==> config.mk <==
export PLATFORM = sky130hd
export DESIGN_NAME = io_window_section_allocator_unit
export DESIGN_NICKNAME = d
export VERILOG_FILES = /design/src/rtl/iwsa_pkg.sv /design/src/rtl/io_window_section_allocator_unit.sv /design/src/rtl/iwsa_ram.sv
export SDC_FILE = /design/constraint.sdc
export NUM_CORES = 2
export LEC_CHECK = 0
export BUFFER_PORTS_ARGS = -buffer_cell sky130_fd_sc_hd__buf_2
export CAP_MARGIN = 20
export CORE_ASPECT_RATIO = 0.9
export CORE_MARGIN = 10
export CORE_UTILIZATION = 57
export CTS_CLUSTER_DIAMETER = 80
export DETAILED_ROUTE_END_ITERATION = 8
export PLACE_DENSITY_LB_ADDON = 0.1
export SLEW_MARGIN = 20
export SYNTH_ARGS = -nofsm -noshare
export SYNTH_HDL_FRONTEND = slang
export SYNTH_HIERARCHICAL = 1
export SYNTH_SLANG_ARGS = --single-unit
==> constraint.sdc <==
create_clock -name i_clk -period 14.14 [get_ports i_clk]
set_input_delay 2.121 -clock i_clk [delete_from_list [all_inputs] [get_ports i_clk]]
set_output_delay 2.121 -clock i_clk [all_outputs]
set_load 0.01 [all_outputs]
==> src/rtl/iwsa_pkg.sv <==
// shared constants, codes and types of the io window section allocator
package iwsa_pkg;

    localparam int SLOT_COUNT    = 256;
    localparam int ENTRY_COUNT   = 16;
    localparam int SECTION_SHIFT = 20;

    localparam int SIDX_W  = $clog2(SLOT_COUNT);
    localparam int CNT_W   = $clog2(SLOT_COUNT + 1);
    localparam int EIDX_W  = (ENTRY_COUNT > 1) ? $clog2(ENTRY_COUNT) : 1;
    localparam int SUM_W   = 34;
    localparam int SECS_W  = SUM_W - SECTION_SHIFT;
    localparam int OCNT_W  = 9;

    localparam int IN_TDATA_W  = 96;
    localparam int OUT_TDATA_W = 112;
    localparam int PADDR_W     = 3;

    localparam logic [31:0] SEC_MASK        = 32'((64'd1 << SECTION_SHIFT) - 64'd1);
    localparam logic [31:0] WINDOW_BASE_RST = 32'hF000_0000;

    // register index taken from paddr[2]
    localparam logic REG_WINDOW_BASE = 1'b0;

    localparam logic REQ_MAP   = 1'b0;
    localparam logic REQ_UNMAP = 1'b1;

    typedef enum logic [2:0] {
        ST_OK         = 3'd0,
        ST_ZERO_SIZE  = 3'd1,
        ST_NO_RUN     = 3'd2,
        ST_TABLE_FULL = 3'd3,
        ST_NOT_FOUND  = 3'd4
    } t_status;

    typedef enum logic [2:0] {
        S_CLEAR,
        S_IDLE,
        S_SCAN,
        S_ENTRY,
        S_ESCAN,
        S_MARK,
        S_OUT
    } t_state;

    typedef struct packed {
        logic [31:0]       window;
        logic [31:0]       phys;
        logic [CNT_W-1:0]  sections;
        logic [SIDX_W-1:0] slot;
    } t_entry;

endpackage

==> src/rtl/io_window_section_allocator_unit.sv <==
// Section window allocator for device mappings.
// Items arrive on the s_axis channel: s_axis_tuser is the request kind (map or
// unmap), s_axis_tdata holds phys_addr, region_size and unmap_addr. One result
// item per request leaves on the m_axis channel.
// A map request scans the slot bitmap memory one slot per cycle (registered
// read, pipelined), then picks the lowest free entry and marks the taken
// slots one per cycle. An unmap scans the entry memory one entry per cycle
// and then frees its slots one per cycle. Zero-size, oversize and null
// requests go straight to the output state.
// The slot bitmap memory port sets the pace; one request is worked at a time.
// After reset a clearing pass frees every slot; no item is
// accepted meanwhile, configuration writes are taken as always.
// A finished result sits in an output register; the block takes the next item
// while it waits, and holds a further result back until it is taken.
// window_base is written through the apb port at address 0.
module io_window_section_allocator_unit (
    input  logic                                i_clk,
    input  logic                                i_rst_n,
    input  logic                                s_axis_tvalid,
    output logic                                s_axis_tready,
    // phys_addr, region_size, unmap_addr
    input  logic [iwsa_pkg::IN_TDATA_W-1:0]     s_axis_tdata,
    // req_type
    input  logic                                s_axis_tuser,
    output logic                                m_axis_tvalid,
    input  logic                                m_axis_tready,
    // status, virt_addr, window_addr, phys_base, section_count, zero fill
    output logic [iwsa_pkg::OUT_TDATA_W-1:0]    m_axis_tdata,
    input  logic                                psel,
    input  logic                                penable,
    input  logic                                pwrite,
    input  logic [iwsa_pkg::PADDR_W-1:0]        paddr,
    input  logic [31:0]                         pwdata,
    output logic [31:0]                         prdata,
    output logic                                pready
);
    import iwsa_pkg::*;

    t_state                 r_state, n_state;
    logic [31:0]            r_wbase;
    logic [31:0]            r_offset, n_offset;
    logic [31:0]            r_pbase, n_pbase;
    logic [31:0]            r_base, n_base;
    logic [CNT_W-1:0]       r_n, n_n;
    logic [SIDX_W-1:0]      r_idx, n_idx;
    logic                   r_iss_on, n_iss_on;
    logic                   r_chk_v, n_chk_v;
    logic [SIDX_W-1:0]      r_chk_idx, n_chk_idx;
    logic [CNT_W-1:0]       r_run, n_run;
    logic [SIDX_W-1:0]      r_start, n_start;
    logic [SIDX_W-1:0]      r_pos, n_pos;
    logic [CNT_W-1:0]       r_left, n_left;
    logic                   r_mval, n_mval;
    logic [EIDX_W-1:0]      r_eiss, n_eiss;
    logic                   r_eiss_on, n_eiss_on;
    logic                   r_echk_v, n_echk_v;
    logic [EIDX_W-1:0]      r_echk, n_echk;
    logic [ENTRY_COUNT-1:0] r_valid, n_valid;
    t_status                r_st, n_st;
    logic [31:0]            r_va, n_va;
    logic [31:0]            r_win, n_win;
    logic [31:0]            r_pb, n_pb;
    logic [OCNT_W-1:0]      r_cnt, n_cnt;
    logic                   r_ov, n_ov;
    logic [OUT_TDATA_W-1:0] r_otdata, n_otdata;

    logic                   slot_we, slot_wdata, slot_rdata;
    logic [SIDX_W-1:0]      slot_waddr;
    logic                   ent_we;
    t_entry                 ent_wdata, ent_rdata;
    logic [EIDX_W-1:0]      ent_waddr;
    logic                   cfg_we;

    logic [31:0]            in_phys, in_size, in_va;
    logic [31:0]            map_offset;
    logic [SUM_W-1:0]       map_sum;
    logic [SECS_W-1:0]      map_secs;
    logic [CNT_W-1:0]       run_inc;
    logic [CNT_W-1:0]       run_start;
    logic [31:0]            map_win;
    logic                   free_any;
    logic [EIDX_W-1:0]      free_idx;

    // slot bitmap and entry table memories
    iwsa_ram #(.WIDTH(1), .DEPTH(SLOT_COUNT)) u_slot_ram (
        .i_clk   (i_clk),
        .i_we    (slot_we),
        .i_waddr (slot_waddr),
        .i_wdata (slot_wdata),
        .i_raddr (r_idx),
        .o_rdata (slot_rdata)
    );

    iwsa_ram #(.WIDTH($bits(t_entry)), .DEPTH(ENTRY_COUNT)) u_entry_ram (
        .i_clk   (i_clk),
        .i_we    (ent_we),
        .i_waddr (ent_waddr),
        .i_wdata (ent_wdata),
        .i_raddr (r_eiss),
        .o_rdata (ent_rdata)
    );

    // configuration port
    assign pready = 1'b1;
    assign cfg_we = psel & penable & pwrite & (paddr[2] == REG_WINDOW_BASE);
    assign prdata = (paddr[2] == REG_WINDOW_BASE) ? r_wbase : 32'd0;

    always_ff @(posedge i_clk) begin
        if (!i_rst_n) begin
            r_wbase <= WINDOW_BASE_RST;
        end else if (cfg_we) begin
            r_wbase <= pwdata;
        end
    end

    // request decode and section arithmetic
    assign in_phys    = s_axis_tdata[31:0];
    assign in_size    = s_axis_tdata[63:32];
    assign in_va      = s_axis_tdata[95:64];
    assign map_offset = in_phys & SEC_MASK;
    assign map_sum    = SUM_W'(in_size) + SUM_W'(map_offset) + SUM_W'(SEC_MASK);
    assign map_secs   = map_sum[SUM_W-1:SECTION_SHIFT];
    assign run_inc    = r_run + CNT_W'(1);
    assign run_start  = CNT_W'(r_chk_idx) + CNT_W'(1) - r_n;
    assign map_win    = r_wbase + (32'(r_start) << SECTION_SHIFT);

    // lowest free entry
    always_comb begin
        free_any = 1'b0;
        free_idx = '0;
        for (int k = ENTRY_COUNT - 1; k >= 0; k--) begin
            if (!r_valid[k]) begin
                free_any = 1'b1;
                free_idx = EIDX_W'(k);
            end
        end
    end

    assign s_axis_tready = (r_state == S_IDLE);
    assign m_axis_tvalid = r_ov;
    assign m_axis_tdata  = r_otdata;

    // next state and datapath control
    always_comb begin
        n_state   = r_state;
        n_offset  = r_offset;
        n_pbase   = r_pbase;
        n_base    = r_base;
        n_n       = r_n;
        n_idx     = r_idx;
        n_iss_on  = r_iss_on;
        n_chk_v   = 1'b0;
        n_chk_idx = r_idx;
        n_run     = r_run;
        n_start   = r_start;
        n_pos     = r_pos;
        n_left    = r_left;
        n_mval    = r_mval;
        n_eiss    = r_eiss;
        n_eiss_on = r_eiss_on;
        n_echk_v  = 1'b0;
        n_echk    = r_eiss;
        n_valid   = r_valid;
        n_st      = r_st;
        n_va      = r_va;
        n_win     = r_win;
        n_pb      = r_pb;
        n_cnt     = r_cnt;
        n_ov      = r_ov & ~m_axis_tready;
        n_otdata  = r_otdata;
        slot_we    = 1'b0;
        slot_waddr = r_pos;
        slot_wdata = r_mval;
        ent_we     = 1'b0;
        ent_waddr  = free_idx;
        ent_wdata  = '{window: map_win, phys: r_pbase, sections: r_n, slot: r_start};

        unique case (r_state)
            // free every slot after reset
            S_CLEAR: begin
                slot_we    = 1'b1;
                slot_wdata = 1'b0;
                n_pos      = r_pos + SIDX_W'(1);
                if (r_pos == SIDX_W'(SLOT_COUNT - 1)) begin
                    n_state = S_IDLE;
                end
            end
            // take a request
            S_IDLE: begin
                if (s_axis_tvalid) begin
                    n_st  = ST_OK;
                    n_va  = '0;
                    n_win = '0;
                    n_pb  = '0;
                    n_cnt = '0;
                    if (s_axis_tuser == REQ_MAP) begin
                        n_offset = map_offset;
                        n_pbase  = in_phys & ~SEC_MASK;
                        if (in_size == 32'd0) begin
                            n_st    = ST_ZERO_SIZE;
                            n_state = S_OUT;
                        end else if (map_secs > SECS_W'(SLOT_COUNT)) begin
                            n_st    = ST_NO_RUN;
                            n_state = S_OUT;
                        end else begin
                            n_n      = CNT_W'(map_secs);
                            n_idx    = '0;
                            n_iss_on = 1'b1;
                            n_run    = '0;
                            n_state  = S_SCAN;
                        end
                    end else begin
                        n_base = in_va & ~SEC_MASK;
                        if (in_va == 32'd0) begin
                            n_st    = ST_NOT_FOUND;
                            n_state = S_OUT;
                        end else begin
                            n_eiss    = '0;
                            n_eiss_on = 1'b1;
                            n_state   = S_ESCAN;
                        end
                    end
                end
            end
            // first-fit run search, one slot per cycle
            S_SCAN: begin
                n_chk_v = r_iss_on;
                if (r_iss_on) begin
                    n_idx = r_idx + SIDX_W'(1);
                    if (r_idx == SIDX_W'(SLOT_COUNT - 1)) begin
                        n_iss_on = 1'b0;
                    end
                end
                if (r_chk_v) begin
                    n_run = slot_rdata ? '0 : run_inc;
                    if (!slot_rdata && run_inc == r_n) begin
                        n_start = run_start[SIDX_W-1:0];
                        n_state = S_ENTRY;
                    end else if (r_chk_idx == SIDX_W'(SLOT_COUNT - 1)) begin
                        n_st    = ST_NO_RUN;
                        n_state = S_OUT;
                    end
                end
            end
            // record the mapping in the lowest free entry
            S_ENTRY: begin
                n_win = map_win;
                n_pb  = r_pbase;
                n_cnt = OCNT_W'(r_n);
                if (!free_any) begin
                    n_st    = ST_TABLE_FULL;
                    n_state = S_OUT;
                end else begin
                    ent_we            = 1'b1;
                    n_valid[free_idx] = 1'b1;
                    n_va              = map_win + r_offset;
                    n_pos             = r_start;
                    n_left            = r_n;
                    n_mval            = 1'b1;
                    n_state           = S_MARK;
                end
            end
            // entry lookup by window address, one entry per cycle
            S_ESCAN: begin
                n_echk_v = r_eiss_on;
                if (r_eiss_on) begin
                    n_eiss = r_eiss + EIDX_W'(1);
                    if (r_eiss == EIDX_W'(ENTRY_COUNT - 1)) begin
                        n_eiss_on = 1'b0;
                    end
                end
                if (r_echk_v && r_valid[r_echk] && ent_rdata.window == r_base) begin
                    n_valid[r_echk] = 1'b0;
                    n_win           = r_base;
                    n_cnt           = OCNT_W'(ent_rdata.sections);
                    n_pos           = ent_rdata.slot;
                    n_left          = ent_rdata.sections;
                    n_mval          = 1'b0;
                    n_state         = S_MARK;
                end else if (r_echk_v && r_echk == EIDX_W'(ENTRY_COUNT - 1)) begin
                    n_st    = ST_NOT_FOUND;
                    n_state = S_OUT;
                end
            end
            // set or clear the run of slots
            S_MARK: begin
                slot_we = 1'b1;
                n_pos   = r_pos + SIDX_W'(1);
                n_left  = r_left - CNT_W'(1);
                if (r_left <= CNT_W'(1)) begin
                    n_state = S_OUT;
                end
            end
            // hand the result to the output register
            S_OUT: begin
                if (!r_ov || m_axis_tready) begin
                    n_ov     = 1'b1;
                    n_otdata = {OUT_TDATA_W'(0)} |
                               OUT_TDATA_W'({r_cnt, r_pb, r_win, r_va, r_st});
                    n_state  = S_IDLE;
                end
            end
            default: n_state = S_IDLE;
        endcase
    end

    // control registers
    always_ff @(posedge i_clk) begin
        if (!i_rst_n) begin
            r_state   <= S_CLEAR;
            r_pos     <= '0;
            r_iss_on  <= 1'b0;
            r_chk_v   <= 1'b0;
            r_eiss_on <= 1'b0;
            r_echk_v  <= 1'b0;
            r_valid   <= '0;
            r_ov      <= 1'b0;
        end else begin
            r_state   <= n_state;
            r_pos     <= n_pos;
            r_iss_on  <= n_iss_on;
            r_chk_v   <= n_chk_v;
            r_eiss_on <= n_eiss_on;
            r_echk_v  <= n_echk_v;
            r_valid   <= n_valid;
            r_ov      <= n_ov;
        end
    end

    // payload registers
    always_ff @(posedge i_clk) begin
        r_offset  <= n_offset;
        r_pbase   <= n_pbase;
        r_base    <= n_base;
        r_n       <= n_n;
        r_idx     <= n_idx;
        r_chk_idx <= n_chk_idx;
        r_run     <= n_run;
        r_start   <= n_start;
        r_left    <= n_left;
        r_mval    <= n_mval;
        r_eiss    <= n_eiss;
        r_echk    <= n_echk;
        r_st      <= n_st;
        r_va      <= n_va;
        r_win     <= n_win;
        r_pb      <= n_pb;
        r_cnt     <= n_cnt;
        r_otdata  <= n_otdata;
    end
endmodule

==> src/rtl/iwsa_ram.sv <==
// generic single-write, single-read ram with registered read data
module iwsa_ram #(
    parameter int WIDTH = 8,
    parameter int DEPTH = 16
) (
    input  logic                                   i_clk,
    input  logic                                   i_we,
    input  logic [((DEPTH > 1) ? $clog2(DEPTH) : 1)-1:0] i_waddr,
    input  logic [WIDTH-1:0]                       i_wdata,
    input  logic [((DEPTH > 1) ? $clog2(DEPTH) : 1)-1:0] i_raddr,
    output logic [WIDTH-1:0]                       o_rdata
);
    logic [WIDTH-1:0] mem [DEPTH];

    // write port and registered read port
    always_ff @(posedge i_clk) begin
        if (i_we) begin
            mem[i_waddr] <= i_wdata;
        end
        o_rdata <= mem[i_raddr];
    end
endmodule
# Word-level counts from Yosys, hierarchy flattened
# Memory sizes are Yosys's and may differ from the RTL's. A register that Yosys moved wholly into a read port is not among the register bits.
# Index checks and enable logic that the tools add are counted.
op_classes:
  mux: 127
  magnitude_cmp: 6
  eq_ne: 34
  n_reduce_logical: 41
  n_bitwise: 12
  n_addsub: 11
ops:
  columns: ["op", "n"]
  rows:
  - ["32-bit two-way mux", 4]
  - ["32-bit case mux with 2 select lines", 2]
  - ["32-bit case mux with 3 select lines", 1]
  - ["9-bit two-way mux", 9]
  - ["4-bit two-way mux", 20]
  - ["32-bit zero test", 2]
  - ["3-bit two-way mux", 21]
  - ["8-bit two-way mux", 7]
  - ["9-bit case mux with 3 select lines", 2]
  - ["1-bit two-way mux", 42]
  - ["2-bit inequality test, second input constant", 18]
  - ["33-bit by 20-bit adder with 34-bit output, second input constant", 1]
  - ["32-bit by 20-bit adder with 33-bit output", 1]
  - ["32-bit by 20-bit adder with 32-bit output", 1]
  - ["32-bit by 28-bit adder with 32-bit output", 1]
  - ["32-bit == test", 1]
  - ["16-bit two-way mux", 2]
  - ["16-bit case mux with 2 select lines", 1]
  - ["8-bit by 1-bit adder with 8-bit output, second input constant", 3]
  - ["8-bit == test, second input constant", 3]
  - ["8-bit case mux with 3 select lines", 1]
  - ["3-bit AND reduction", 8]
  - ["3-bit case mux with 7 select lines", 1]
  - ["9-bit case mux with 2 select lines", 1]
  - ["41 further kinds", 78]
totals:
  wordCells: 260
  inputBits: 139
  register_bits: 384
  ram_bits: 1232
  mem_count: 2
mem_list:
  columns: ["name", "words", "width", "rd", "rd_clocked_by_memory_dff", "wr", "line_no", "source"]
  rows:
  - ["u_entry_ram.mem", 16, 61, 1, 1, 1, "iwsa_ram.sv:13", "logic [WIDTH-1:0] mem [DEPTH];"]
  - ["u_slot_ram.mem", 256, 1, 1, 1, 1, "iwsa_ram.sv:13", null]

# Longest topological paths before layout
depth:
  word_depth: 23
  mapped_depth: 12
  mapped_depth_nobuf: 12

# Modules after synthesis
# Netlist, hierarchy kept.
modules_own_cells:
  columns: ["mod", "cells_each", "instances", "seq_area_each_um2", "area_per_inst_um2"]
  rows:
  - ["iwsa_ram (u_entry_ram)", 2078, 1, 40538.9, 50058.0]
  - ["io_window_section_allocator_unit", 1499, 1, 9569.2, 16869.9]
  - ["iwsa_ram (u_slot_ram)", 788, 1, 7707.4, 11128.2]

# Least setup slack after synthesis
# Ideal clock, no wire load.
synth_path:
  path_kind: "flip-flop to flip-flop"
  startpoint: "register r_state[1]"
  endpoint: "memory u_slot_ram.mem[0] (data pin)"
  setup_ns: 2.272
  arrival_ns: 10.835
  path_buffers: 1
  stages_incl_launch_ff: 4
  path_slack_ns: 1.033
  path_cell_list: "dfxtp_1 > inv_1 > clkbuf_1 > a21boi_0"
synth_via:
  elab_chain_len: 2
synth_rtl:
  columns: ["item", "line_no", "source"]
  rows:
  - ["from (decl)", "io_window_section_allocator_unit.sv:39", "t_state r_state, n_state;"]
  - ["from (signal assigned)", "io_window_section_allocator_unit.sv:319", "r_state <= n_state;"]
  - ["3-bit zero test", "io_window_section_allocator_unit.sv:178", "unique case (r_state)"]
  - ["1-bit two-way mux", "io_window_section_allocator_unit.sv:178", null]
  - ["net slot_wdata", "io_window_section_allocator_unit.sv:67", "logic slot_we, slot_wdata, slot_rdata;"]
  - ["to (decl)", "iwsa_ram.sv:13", null]
# The timed path passes the listed nets, and every way through them passes these cells.

# Final worst setup path
layout_path:
  startpoint: "input port paddr[2] (netlist bit)"
  endpoint: "output port prdata[14]"
layout_via:
  elab_chain_len: 1
layout_rtl:
  columns: ["item", "line_no", "source"]
  rows:
  - ["from (decl)", "io_window_section_allocator_unit.sv:32", "input logic [iwsa_pkg::PADDR_W-1:0] paddr,"]
  - ["32-bit two-way mux", "io_window_section_allocator_unit.sv:106", "assign prdata = (paddr[2] == REG_WINDOW_BASE) ? r_wbase : 32'd0;"]
  - ["to (decl)", "io_window_section_allocator_unit.sv:34", "output logic [31:0] prdata,"]
# Every way passes these cells.

==> metrics.md <==
| Metric | Value |
|---|---|
| Internal | 0.006878 W |
| CTS Buf Count | 144 |
| Vias in the first global route | 33542 |
| Via count | 33284 |
| PostCTS Resize Cnt | 0 |
| Commonest non-fill, non-tap cell in the layout | edfxtp_1 |
| Pin count of the biggest net entering global routing | 257 |
| R2R Setup Slk | 9.92 ns |
| Clock buffer depth | 3 |
| Row count | 111 |
| Die H | 323.7 um |
| Type of origin of the critical path | input port |
| Worst R2R End | u_entry_ram/mem[10][80] |
| Worst r2r src | r_state[0] |
| Hold Path End | m_axis_tdata[92] |
| Setup violators final | 0 |
| Flop pwr share | 53.8% |
| WP data arrival | 3.00 ns |
| # H-tree levels | 4 |
| Root buf cell | clkbuf_16 |
| VDD IR-drop max | 0.1397 mV |
| Fin crit share | 36.19% |
| Worst Clk Skew | 0.02310 ns |
| GRT Util Overall | 25.40% |
| CP Capture Type | output port |
| Clock slew at reported path FFs | 0.06 ns |
| Die width | 357.5 um |
| First-pass iteration count of the detailed router | 6 |
| Switching Share | 19.24% |
| Core area | 0.1018 mm2 |
| Pwr Density | 129.3 mW/mm2 |
| Initial Util | 57.39% |
| Hold Crit Depth | 0 |
| Hold path start | r_pb[25] |
| Outcome | finished, final reports clean |
| Crit-path max FO | 34 |
| CP required | 12.02 ns |
| Via density per instance | 6.246 |
| Dpl cells | 5062 |
| Area growth syn-to-layout | 12.74% |
| Slew headroom | 24.82% |
| Switching pwr | 0.001639 W |
| Most frequent cells in the layout | edfxtp_1, nor2_1, buf_2 |
| Share of post-route cells with drive strength above 1 | 21.03% |
| Hold Crit Class | reg2reg |
| Worst skew pair latency | 0.74 ns |
| Peak Freq | 0.1954 GHz |
| Netlist Area Pre-Place | 0.05843 mm2 |
| Slew Viols, Final | 0 |
| Input/output buffers | 258 |
| DR iter-0 viols | 4156 |
| Gate Count Post-Synth | 3571 |
| Worst slew pin tran | 1.124 ns |
| Avg WL per Cell | 27.69 um |
| Post-CTS Setup Repair Bufs | 0 |
| Area after DPL | 0.06109 mm2 |
| Post-route design area | 0.06587 mm2 |
| Fin. Hold Viols | 0 |
| LEAKAGE | 23.00 nW |
| Hold_buf cts | 0 |
| Final nets | 4082 |
| CTS sink cnt | 1434 |
| Drt drc | 0 |
| Total grt overflow | 0 |
| Min Tclk post-route | 5.117 ns |
| Post-Syn Area per Cell | 16.36 um2 |
| Global-route wire length before repair | 217.2 mm |
| Initial antenna violation count | 7 |
| Die footprint | 0.1157 mm2 |
| Final cell count without fillers | 5329 |
| Yosys warns | 6 |
| Routed Antenna Nets | 0 |
| Critical path class | in2out |
| RSZ-0062 raised after global routing | false |
| IO Count | 286 |
| Setup TNS | 0 ns |
| GP Congestion | 0.9042 |
| DP HPWL | 88.11 mm |
| Gate power share | 1.5% |
| Drt total wl | 147.6 mm |
| Reg2Reg Depth | 7 |
| Max-Cap Viols | 0 |
| TritonCTS clock tree | built |
| Clk pwr share | 44.7% |
| Design Power | 0.008517 W |
| Core Util, Final | 64.71% |
[through the flow]
stage	hold slack [ns]	setup slack, ns
floorplan	0.3913	1.033
global placement	0.4017	8.380
detailed placement	0.4045	8.333
CTS	0.4155	9.044
global route	0.4175	8.896
finish	0.4178	9.023
[state kept, by name (all words and copies together), names as in the netlist, 16 cells and up]
name,flops
u_entry_ram/mem,784
u_slot_ram/mem,256
m_axis_tdata,88
u_entry_ram/o_rdata,49
r_va,32
r_wbase,32
r_win,32
r_offset,20
r_valid,16
[final cells by class]
class / count / area [um2]
multi-input cells: 1830 / 15340
diodes: 2 / 5.005
well taps: 1356 / 1697
clock buffers: 204 / 4064
fillers: 7193 / 35930
repair buffers: 326 / 1856
flip-flops and latches: 1434 / 41800
inverters: 117 / 439.2
clock inverters: 60 / 670.6
[critical path: stages]
cell and delay [ns]:
buf_2 0.53, nor2b_1 0.13, buf_2 0.18
[worst max-delay path by stage]
stage,startpoint,endpoint,slack [ns]
2_1_floorplan,r_state[1],u_slot_ram/mem[0],1.03
3_3_place_gp,s_axis_tdata[19],r_run[5],8.38
3_5_place_dp,s_axis_tdata[17],r_run[8],8.33
4_1_cts,paddr[2],prdata[14],9.04
5_1_grt,s_axis_tdata[19],r_run[6],8.90
6_report,paddr[2],prdata[14],9.02
[power by group through the flow]
stage	logic [W]	clock network, W	registers (W)
after floorplan	0.0000717	0	0.00467
after global placement	0.000124	0	0.00467
after detailed placement	0.000127	0	0.00467
after CTS	0.000128	0.00387	0.00458
after global routing	0.000142	0.00405	0.00458
final	0.000128	0.00381	0.00458
[layer usage]
layer / wire (um) / up-vias / GRT usage, %
met1: 60300 / 17136 / 35.90
met3: 14630 / 217 / 6.034
met5: 65 / - / 0
met4: 3174 / 8 / 6.943
met2: 69400 / 1621 / 39.66
li1: - / 14302 / -
(Power assumes the default switching activity.)
